<file path="config.mk">
export PLATFORM = sky130hd
export DESIGN_NAME = radio_pairing_session_gate
export DESIGN_NICKNAME = d
export VERILOG_FILES = /design/src/rtl/core/rpsg_pkg.sv /design/src/rtl/core/radio_pairing_session_gate.sv /design/src/rtl/core/rpsg_cfg.sv /design/src/rtl/core/rpsg_decide.sv
export SDC_FILE = /design/constraint.sdc
export NUM_CORES = 1
export LEC_CHECK = 0
export BUFFER_PORTS_ARGS = -buffer_cell sky130_fd_sc_hd__buf_4
export CORE_MARGIN = 4
export CORE_UTILIZATION = 59
export CTS_BUF_LIST = sky130_fd_sc_hd__clkbuf_4
export DETAILED_ROUTE_END_ITERATION = 12
export PLACE_DENSITY = 0.92
export SYNTH_ARGS = -nofsm -noshare
export SYNTH_HDL_FRONTEND = slang
export SYNTH_HIERARCHICAL = 1
export SYNTH_SLANG_ARGS = --single-unit
</file>
<file path="constraint.sdc">
create_clock -name clk_i -period 3 [get_ports clk_i]
set_input_delay 0.3 -clock clk_i [delete_from_list [all_inputs] [get_ports clk_i]]
set_output_delay 0.3 -clock clk_i [all_outputs]
set_load 0.005 [all_outputs]
</file>
<file path="src/rtl/core/rpsg_pkg.sv">
`default_nettype none

package rpsg_pkg;

  localparam int unsigned MaxPacketLen = 32;
  localparam int unsigned IdPacketLen  = 7;
  localparam int unsigned LenCmpW      = 8;

  localparam int unsigned IdW      = 48;
  localparam int unsigned RidW     = 8;
  localparam int unsigned CfgIdxW  = 3;
  localparam int unsigned CfgDataW = 48;
  localparam int unsigned InDataW  = 64;
  localparam int unsigned OutDataW = 32;

  localparam logic [3:0] KbdLen   = 4'd8;
  localparam logic [3:0] ConsLen  = 4'd2;
  localparam logic [3:0] MouseLen = 4'd9;
  localparam logic [5:0] HidHdrLen = 6'd2;

  typedef enum logic [3:0] {
    MODE_UNPAIRED  = 4'b0001,
    MODE_PAIRING   = 4'b0010,
    MODE_VERIFYING = 4'b0100,
    MODE_PAIRED    = 4'b1000
  } mode_e;

  typedef enum logic [1:0] {
    MCODE_UNPAIRED  = 2'd0,
    MCODE_PAIRING   = 2'd1,
    MCODE_VERIFYING = 2'd2,
    MCODE_PAIRED    = 2'd3
  } mode_code_e;

  typedef enum logic [3:0] {
    OP_START       = 4'd0,
    OP_SHORT_PRESS = 4'd1,
    OP_LONG_PRESS  = 4'd2,
    OP_BEACON      = 4'd3,
    OP_PAIR_RESP   = 4'd4,
    OP_HID         = 4'd5,
    OP_DISCONNECT  = 4'd6,
    OP_VERIFY_REQ  = 4'd7,
    OP_SHELL_START = 4'd8,
    OP_SHELL_STOP  = 4'd9,
    OP_GATED_CMD   = 4'd10,
    OP_OTHER       = 4'd11
  } opcode_e;

  typedef enum logic [2:0] {
    ACK_NONE       = 3'd0,
    ACK_PAIR_REQ   = 3'd1,
    ACK_DISCONNECT = 3'd2,
    ACK_RESYNC     = 3'd3,
    ACK_VERIFY     = 3'd4
  } ack_e;

  typedef enum logic [1:0] {
    STORE_NONE  = 2'd0,
    STORE_SAVE  = 2'd1,
    STORE_CLEAR = 2'd2
  } store_e;

  typedef enum logic [1:0] {
    RT_KEYBOARD = 2'd0,
    RT_CONSUMER = 2'd1,
    RT_MOUSE    = 2'd2,
    RT_UNKNOWN  = 2'd3
  } rtype_e;

  typedef enum logic [2:0] {
    CFG_OWN_ID       = 3'd0,
    CFG_STORED_VALID = 3'd1,
    CFG_STORED_ID    = 3'd2,
    CFG_AUTO_ARM     = 3'd3,
    CFG_KBD_ID       = 3'd4,
    CFG_CONS_ID      = 3'd5,
    CFG_MOUSE_ID     = 3'd6,
    CFG_RELAY_ON     = 3'd7
  } cfg_idx_e;

  // Last member sits in the lowest bits.
  typedef struct packed {
    logic [1:0]     rpt_kind;
    logic [IdW-1:0] sender_id;
    logic [5:0]     packet_len;
    logic [3:0]     opcode;
  } item_t;

  typedef struct packed {
    logic            stats_allowed;
    logic            relay_stop;
    logic            relay_request;
    logic            command_granted;
    logic [1:0]      store_action;
    logic [3:0]      host_rlen;
    logic [RidW-1:0] host_rid;
    logic            forward_report;
    logic            ack_pipe;
    logic [2:0]      ack_kind;
    logic [1:0]      mode_after;
  } result_t;

  typedef struct packed {
    logic            stored_valid;
    logic [IdW-1:0]  stored_id;
    logic            auto_arm;
    logic [RidW-1:0] kbd_id;
    logic [RidW-1:0] cons_id;
    logic [RidW-1:0] mouse_id;
    logic            relay_on;
  } cfg_t;

  function automatic logic [1:0] mode_code(mode_e m);
    logic [1:0] c;
    c = MCODE_UNPAIRED;
    unique case (m)
      MODE_UNPAIRED:  c = MCODE_UNPAIRED;
      MODE_PAIRING:   c = MCODE_PAIRING;
      MODE_VERIFYING: c = MCODE_VERIFYING;
      MODE_PAIRED:    c = MCODE_PAIRED;
      default:        c = MCODE_UNPAIRED;
    endcase
    return c;
  endfunction

endpackage

`default_nettype wire

</file>
<file path="src/rtl/core/radio_pairing_session_gate.sv">
// Receiver-side pairing gate.
// Words come in on the s_axis channel, one event or received packet each, and
// every accepted word gives exactly one result word on the m_axis channel.
// The plain write port sets the seven configuration registers; write them
// only while no word is in flight.
// A word waits in the input register, where the decision logic reads it
// against the current mode and peer id; the result, the new mode and the
// new peer id are all registered at the same edge, when the word leaves the
// input register for the result register. While the receiver takes every
// result, one word per cycle is sustained.
// When the receiver stalls, the result register holds its word and the input
// register still takes one more word; s_axis_tready drops only when both are
// full.
// Reset empties both registers, sets the mode to unpaired, clears the peer id
// and returns the configuration registers to their defaults.
`default_nettype none

module radio_pairing_session_gate
  import rpsg_pkg::*;
#(
  parameter int unsigned MaxPktLen = MaxPacketLen,
  parameter int unsigned IdPktLen  = IdPacketLen
) (
  input  wire logic                clk_i,
  input  wire logic                rst_ni,
  input  wire logic                s_axis_tvalid,
  output logic                     s_axis_tready,
  // opcode, packet_len, sender_id, rpt_kind, zero fill
  input  wire logic [InDataW-1:0]  s_axis_tdata,
  output logic                     m_axis_tvalid,
  input  wire logic                m_axis_tready,
  // mode_after, ack_kind, ack_pipe, forward_report, host_rid, host_rlen,
  // store_action, command_granted, relay_request, relay_stop, stats_allowed, zero fill
  output logic [OutDataW-1:0]      m_axis_tdata,
  input  wire logic                cfg_we_i,
  input  wire logic [CfgIdxW-1:0]  cfg_idx_i,
  input  wire logic [CfgDataW-1:0] cfg_data_i
);

  cfg_t           cfg;
  logic           in_vld_q;
  item_t          item_q;
  logic           out_vld_q;
  result_t        res_q;
  result_t        res_d;
  mode_e          mode_q;
  mode_e          mode_d;
  logic [IdW-1:0] peer_q;
  logic [IdW-1:0] peer_d;
  logic           out_free;
  logic           advance;
  logic           in_take;

  rpsg_cfg u_cfg (
    .clk_i      (clk_i),
    .rst_ni     (rst_ni),
    .cfg_we_i   (cfg_we_i),
    .cfg_idx_i  (cfg_idx_i),
    .cfg_data_i (cfg_data_i),
    .cfg_o      (cfg)
  );

  rpsg_decide #(
    .MaxPktLen (MaxPktLen),
    .IdPktLen  (IdPktLen)
  ) u_decide (
    .item_i (item_q),
    .cfg_i  (cfg),
    .mode_i (mode_q),
    .peer_i (peer_q),
    .mode_o (mode_d),
    .peer_o (peer_d),
    .res_o  (res_d)
  );

  assign out_free      = !out_vld_q || m_axis_tready;
  assign advance       = in_vld_q && out_free;
  assign s_axis_tready = !in_vld_q || out_free;
  assign in_take       = s_axis_tvalid && s_axis_tready;

  always_ff @(posedge clk_i or negedge rst_ni) begin
    if (!rst_ni) begin
      in_vld_q  <= 1'b0;
      out_vld_q <= 1'b0;
      mode_q    <= MODE_UNPAIRED;
      peer_q    <= '0;
    end else begin
      if (in_take) begin
        in_vld_q <= 1'b1;
      end else if (advance) begin
        in_vld_q <= 1'b0;
      end
      if (advance) begin
        out_vld_q <= 1'b1;
        mode_q    <= mode_d;
        peer_q    <= peer_d;
      end else if (m_axis_tready) begin
        out_vld_q <= 1'b0;
      end
    end
  end

  always_ff @(posedge clk_i) begin
    if (in_take) begin
      item_q <= item_t'(s_axis_tdata[$bits(item_t)-1:0]);
    end
    if (advance) begin
      res_q <= res_d;
    end
  end

  assign m_axis_tvalid = out_vld_q;
  assign m_axis_tdata  = {{(OutDataW - $bits(result_t)){1'b0}}, res_q};

  a_ready_when_empty : assert property (@(posedge clk_i) disable iff (!rst_ni)
    !in_vld_q |-> s_axis_tready)
    else $error("input register empty but not ready");

  a_no_pipe_without_ack : assert property (@(posedge clk_i) disable iff (!rst_ni)
    m_axis_tvalid && (res_q.ack_kind == ACK_NONE) |-> !res_q.ack_pipe)
    else $error("ack pipe set without an acknowledgement");

  a_forward_only_paired : assert property (@(posedge clk_i) disable iff (!rst_ni)
    m_axis_tvalid && res_q.forward_report |-> (res_q.mode_after == MCODE_PAIRED))
    else $error("report forwarded outside paired mode");

  a_mode_tracks_result : assert property (@(posedge clk_i) disable iff (!rst_ni)
    advance |=> (res_q.mode_after == mode_code(mode_q)))
    else $error("reported mode differs from held mode");

  a_save_sets_paired : assert property (@(posedge clk_i) disable iff (!rst_ni)
    advance && (res_d.store_action == STORE_SAVE) |=> (mode_q == MODE_PAIRED))
    else $error("pairing saved without entering paired mode");

endmodule

`default_nettype wire

</file>
<file path="src/rtl/core/rpsg_cfg.sv">
`default_nettype none

module rpsg_cfg
  import rpsg_pkg::*;
(
  input  wire logic                clk_i,
  input  wire logic                rst_ni,
  input  wire logic                cfg_we_i,
  input  wire logic [CfgIdxW-1:0]  cfg_idx_i,
  input  wire logic [CfgDataW-1:0] cfg_data_i,
  output cfg_t                     cfg_o
);

  cfg_t cfg_q;

  always_ff @(posedge clk_i or negedge rst_ni) begin
    if (!rst_ni) begin
      cfg_q.stored_valid <= 1'b0;
      cfg_q.stored_id    <= '0;
      cfg_q.auto_arm     <= 1'b0;
      cfg_q.kbd_id       <= RidW'(1);
      cfg_q.cons_id      <= RidW'(2);
      cfg_q.mouse_id     <= RidW'(3);
      cfg_q.relay_on     <= 1'b0;
    end else if (cfg_we_i) begin
      unique case (cfg_idx_e'(cfg_idx_i))
        // A write to the own id is ignored; no register in this block holds it.
        CFG_OWN_ID:       ;
        CFG_STORED_VALID: cfg_q.stored_valid <= cfg_data_i[0];
        CFG_STORED_ID:    cfg_q.stored_id    <= cfg_data_i[IdW-1:0];
        CFG_AUTO_ARM:     cfg_q.auto_arm     <= cfg_data_i[0];
        CFG_KBD_ID:       cfg_q.kbd_id       <= cfg_data_i[RidW-1:0];
        CFG_CONS_ID:      cfg_q.cons_id      <= cfg_data_i[RidW-1:0];
        CFG_MOUSE_ID:     cfg_q.mouse_id     <= cfg_data_i[RidW-1:0];
        CFG_RELAY_ON:     cfg_q.relay_on     <= cfg_data_i[0];
        default:          ;
      endcase
    end
  end

  assign cfg_o = cfg_q;

endmodule

`default_nettype wire

</file>
<file path="src/rtl/core/rpsg_decide.sv">
`default_nettype none

module rpsg_decide
  import rpsg_pkg::*;
#(
  parameter int unsigned MaxPktLen = MaxPacketLen,
  parameter int unsigned IdPktLen  = IdPacketLen
) (
  input  wire item_t          item_i,
  input  wire cfg_t           cfg_i,
  input  wire mode_e          mode_i,
  input  wire logic [IdW-1:0] peer_i,
  output mode_e          mode_o,
  output logic [IdW-1:0] peer_o,
  output result_t        res_o
);

  logic [LenCmpW-1:0] len_ext;
  logic               is_packet;
  logic               pkt_ok;
  logic               id_len_ok;
  logic               counted;
  logic [RidW-1:0]    hid_id;
  logic [3:0]         hid_len;
  logic               hid_known;
  mode_e              mode_d;
  logic [IdW-1:0]     peer_d;
  result_t            res;

  assign len_ext   = LenCmpW'(item_i.packet_len);
  assign is_packet = item_i.opcode >= OP_BEACON;
  assign pkt_ok    = is_packet && (item_i.packet_len != '0)
                     && (len_ext <= LenCmpW'(MaxPktLen));
  assign id_len_ok = len_ext >= LenCmpW'(IdPktLen);

  always_comb begin
    hid_id    = cfg_i.kbd_id;
    hid_len   = KbdLen;
    hid_known = 1'b1;
    unique case (rtype_e'(item_i.rpt_kind))
      RT_KEYBOARD: begin
        hid_id  = cfg_i.kbd_id;
        hid_len = KbdLen;
      end
      RT_CONSUMER: begin
        hid_id  = cfg_i.cons_id;
        hid_len = ConsLen;
      end
      RT_MOUSE: begin
        hid_id  = cfg_i.mouse_id;
        hid_len = MouseLen;
      end
      default: hid_known = 1'b0;
    endcase
  end

  always_comb begin
    mode_d  = mode_i;
    peer_d  = peer_i;
    res     = '0;
    counted = 1'b0;
    if (item_i.opcode == OP_START) begin
      peer_d = cfg_i.stored_id;
      priority if (cfg_i.stored_valid) begin
        mode_d = MODE_VERIFYING;
      end else if (cfg_i.auto_arm) begin
        mode_d = MODE_PAIRING;
      end else begin
        mode_d = MODE_UNPAIRED;
      end
    end else if (item_i.opcode == OP_SHORT_PRESS) begin
      if (!cfg_i.auto_arm) begin
        if (mode_i == MODE_UNPAIRED) begin
          mode_d = MODE_PAIRING;
        end else if (mode_i == MODE_PAIRED) begin
          res.relay_request = 1'b1;
        end
      end
    end else if (item_i.opcode == OP_LONG_PRESS) begin
      if (!cfg_i.auto_arm && (mode_i == MODE_PAIRED || mode_i == MODE_VERIFYING)) begin
        res.store_action = STORE_CLEAR;
        peer_d           = '0;
        mode_d           = MODE_UNPAIRED;
        res.ack_kind     = ACK_DISCONNECT;
        res.ack_pipe     = 1'b1;
      end
    end else if (pkt_ok) begin
      counted = 1'b1;
      unique case (opcode_e'(item_i.opcode))
        OP_BEACON: begin
          if (mode_i == MODE_PAIRING) begin
            res.ack_kind = ACK_PAIR_REQ;
          end
        end
        OP_PAIR_RESP: begin
          if (mode_i == MODE_PAIRING && id_len_ok) begin
            peer_d            = item_i.sender_id;
            res.store_action  = STORE_SAVE;
            mode_d            = MODE_PAIRED;
            res.relay_request = cfg_i.relay_on;
          end
        end
        OP_HID: begin
          if (mode_i == MODE_VERIFYING) begin
            res.ack_kind = ACK_RESYNC;
            res.ack_pipe = 1'b1;
          end else if (mode_i == MODE_PAIRED && item_i.packet_len >= HidHdrLen) begin
            if (!hid_known) begin
              counted = 1'b0;
            end else if (item_i.packet_len >= (6'(hid_len) + HidHdrLen)) begin
              res.forward_report = 1'b1;
              res.host_rid       = hid_id;
              res.host_rlen      = hid_len;
            end
          end
        end
        OP_DISCONNECT: begin
          res.store_action = STORE_CLEAR;
          peer_d           = '0;
          mode_d           = MODE_UNPAIRED;
          res.relay_stop   = 1'b1;
        end
        OP_VERIFY_REQ: begin
          if (id_len_ok) begin
            res.ack_pipe = 1'b1;
            if ((item_i.sender_id == peer_i)
                && (mode_i == MODE_VERIFYING || mode_i == MODE_PAIRED)) begin
              res.ack_kind = ACK_VERIFY;
              if (mode_i == MODE_VERIFYING) begin
                mode_d            = MODE_PAIRED;
                res.relay_request = cfg_i.relay_on;
              end
            end else begin
              res.ack_kind = ACK_DISCONNECT;
            end
          end
        end
        OP_SHELL_START: begin
          res.relay_request = (mode_i == MODE_PAIRED);
        end
        OP_SHELL_STOP: begin
          res.relay_stop    = 1'b1;
          res.relay_request = cfg_i.relay_on && (mode_i == MODE_PAIRED);
        end
        OP_GATED_CMD: begin
          res.command_granted = (mode_i == MODE_PAIRED);
        end
        default: ;
      endcase
    end
    res.stats_allowed = counted && (mode_d == MODE_PAIRED);
    res.mode_after    = mode_code(mode_d);
  end

  assign mode_o = mode_d;
  assign peer_o = peer_d;
  assign res_o  = res;

endmodule

`default_nettype wire
</file>
==> flow_summary.toml <==
[routing]
wl_um = 31700
firstDrtPassIters = 5
viasPerCell = 6.14
drcViolationCount = 0
wl_per_cell_um = 23.8
drt_iter0_markers = 862
antenna_left = 0
vias = 8194

[global_routing]
grt_usage = 0.321
grt_pass1_vias = 8786
grt_pass1_wl_um = 49100
grt-ovfl-total = 0
antenna_found_initial = 1
grt_max_degree = 91

[synthesis]
yosysTopAreaCellShare = 0.302
synth_area_leaders = "dfrtp_1 (30%), edfxtp_1 (25%), mux2_4 (10%)"
yosysSeqAreaShare = 0.563
yosys.area.top_type = "dfrtp_1"
synth_area_um2 = 10300
ys_ff_latch = 214
synth_area_per_cell_um2 = 13.1
async_flop_share = 0.603
ys.flop_type = "dfrtp_1"
yosysMostFrequentCell = "nor2_1"
yosys.cell_types.count = 63
synth_warnings = 6
synth_edf_count = 85
syn_inst = 782
synthTopCellsByCount = "nor2_1 (132), dfrtp_1 (124), edfxtp_1 (85), mux2_4 (69), mux2_2 (58)"

[layout]
nNetsFinal = 1197
fillers = 861
layout-drive-gt1-share = 0.364
fin_area_um2 = 13400
area_delta_synth_final_pct = 29.9
fin_cells = 1335

[worst_setup_path]
rr_startpoint = "mode_q[3]"
crit_start = "mode_q[3]"
path_delay_family = "simple AND/OR/NAND/NOR gates"
cp_max_fo = 25
startpoint_type = "flip-flop"
arrival_ns = 3.58
crit_slowest_cell = "dfrtp_1"
cp.required_ns = 3.57
max_stage_delay_ns = 0.54
path_cells = "nor4b_2 -> o21ai_1 -> nor3_1 -> a21oi_4 -> buf_12 -> a221oi_1 -> nor2_1 -> mux2_4"
path_class = "reg2reg"
crit_buf_inv = 1
endpoint_kind = "flip-flop"

[timing]
setup-tns-final_ns = -0.00250
period_needed_ns = 3.00
max_freq_mhz = 333
fin_crit_sh = 1.00
tightestPinTransition_ns = 0.841
hold_violations = 0
rsz0062_at_grt = "no"
final_max_slew_viol_count = 0
skew_ns = 0.0539
max-slew-margin-rel = 0.439
finalSetupViolations = 1
layout_setup_ws_ns = -0.00250

[clocking]
clk_latency_ns = 0.73
h-tree-depth = 2
cts_buffers = 54
clk_pin_slew_ns = 0.10
cts_sinks = 214
cts_max_path_buffers = 3
cts_tree = "done"
root_buffer = "clkbuf_4"

[run_status]
violations = "setup timing"
outcome = "complete, but fails checks"

[floorplanning]
core_um2 = 16800
start_util = 0.611
pin_count = 154
rows = 47
die_y_um = 140
die_width_um = 140
die-area_um2 = 19600

[run]
drv_cap = 0

[pwr]
leakage_nw = 5.75
ir_drop_v = 0.000520
p_per_area_nw_per_um2 = 721

[placed_design]
dp.cells = 1118
dpl_cell_area_um2 = 11500
placement.io_buffers = 142
dp_hpwl_um = 16300
place_congestion = 0.911

[min_path]
hold_class = "in2async"
==> cell families after synthesis <==
logic type / Yosys count / share of synthesized area
other: 2 / 0.000731
multiplexers: 127 / 0.164
buffers and inverters: 66 / 0.0386
AND/OR/NAND/NOR: 213 / 0.102
XOR/XNOR: 51 / 0.0435
AO/OA/AOI/OAI: 102 / 0.0796
adder cells (fa/ha/maj): 7 / 0.00852
flip-flops: 214 / 0.563
==> sequential cells by signal, summed over array words and instances (netlist names) <==
name	count
m_axis_tdata	25
in_vld_q	1
u_cfg/cfg_o	75
peer_q	48
mode_q	4
item_q	60
m_axis_tvalid	1
==> worst register-to-register path, delay by kind of cell, from the launching register on <==
| kind | cells | cell delay [ns] |
|---|---|---|
| flip-flops | 1 | 0.54 |
| buffers and inverters | 1 | 0.26 |
| AO/OA/AOI/OAI | 3 | 0.89 |
| AND/OR/NAND/NOR | 3 | 0.88 |
| multiplexers | 1 | 0.31 |
==> worst paths after layout <==
kind                              endpoint  slack [ns]  cells after the start
max                              peer_q[8]      -0.002                      8
min                             peer_q[24]        0.12                      2
max reg2reg                      peer_q[8]      -0.002                      8
min reg2reg                u_cfg/cfg_o[66]        0.52                      1
max in group asynchronous  u_cfg/cfg_o[66]        1.96                      3
min in group clk_i              item_q[37]        0.30                      2
==> cell type report <==
class / count / area [um^2] / area share
clock buffers: 80 / 601 / 0.0450
inverters: 13 / 48.8 / 0.00366
diodes: 1 / 2.50 / 0.000187
flip-flops and latches: 214 / 5790 / 0.433
well taps: 220 / 275 / 0.0206
multi-input cells: 508 / 4140 / 0.310
clock inverters: 20 / 88.8 / 0.00665
repair buffers: 279 / 2410 / 0.181
==> stage by stage <==
step | util | power (mW) | hold WS (ns) | setup WS [ns]
after floorplan | - | 5.95 | 0.00441 | 0.564
after global placement | 0.684 | 6.47 | 0.313 | 0.254
after detailed placement | 0.684 | 6.64 | 0.317 | 0.191
after CTS | 0.794 | 9.27 | 0.124 | 0.134
after global routing | 0.794 | 9.97 | 0.144 | 0.0502
final | 0.794 | 9.62 | 0.117 | -0.00250
==> layout by cell type, fill, tap and decap left out, types with 3 or more instances in the layout <==
| master | n |
|---|---|
| dlygate4sd3_1 | 116 |
| ha_1 | 7 |
| dfrtp_1 | 124 |
| nor4_1 | 6 |
| a221oi_2 | 4 |
| nor2_1 | 132 |
| o21ai_0 | 7 |
| nor3_1 | 8 |
| nand4_1 | 14 |
| dfstp_2 | 5 |
| edfxtp_1 | 85 |
| o211ai_1 | 3 |
| mux2_4 | 69 |
| a221oi_1 | 44 |
| a21oi_1 | 15 |
| clkinv_2 | 4 |
| buf_4 | 161 |
| nor3_2 | 3 |
| nand4b_1 | 4 |
| clkbuf_4 | 80 |
| nand2b_1 | 7 |
| conb_1 | 8 |
| xnor2_1 | 49 |
| nand2_1 | 11 |
| clkinv_1 | 13 |
| mux2_2 | 58 |
| a22oi_1 | 8 |
| inv_1 | 13 |
==> metal layers <==
| layer | part of all wire | global-route usage | up-vias |
|---|---|---|---|
| li1 | - | - | 3454 |
| met1 | 0.36 | 0.379 | 4004 |
| met4 | 0.056 | 0.173 | 0 |
| met3 | 0.085 | 0.0794 | 144 |
| met2 | 0.50 | 0.543 | 592 |
| met5 | 0 | 0 | - |
==> report_power, final <==
group / total, mW / leakage [nW] / internal, mW / switching (mW)
Sequential: 4.40 / 2.38 / 3.72 / 0.680
Clock: 2.58 / 0.413 / 1.23 / 1.34
Combinational: 2.65 / 2.95 / 1.51 / 1.14
==> repair_timing <==
item                       in CTS  in global routing
hold buffers                  116                  0
setup endpoints to repair       0                 13
setup buffers                   0                  0
gates resized for setup         0                  1
hold endpoints to repair      176                  0
Note: power is estimated with default switching activity, not from simulation.
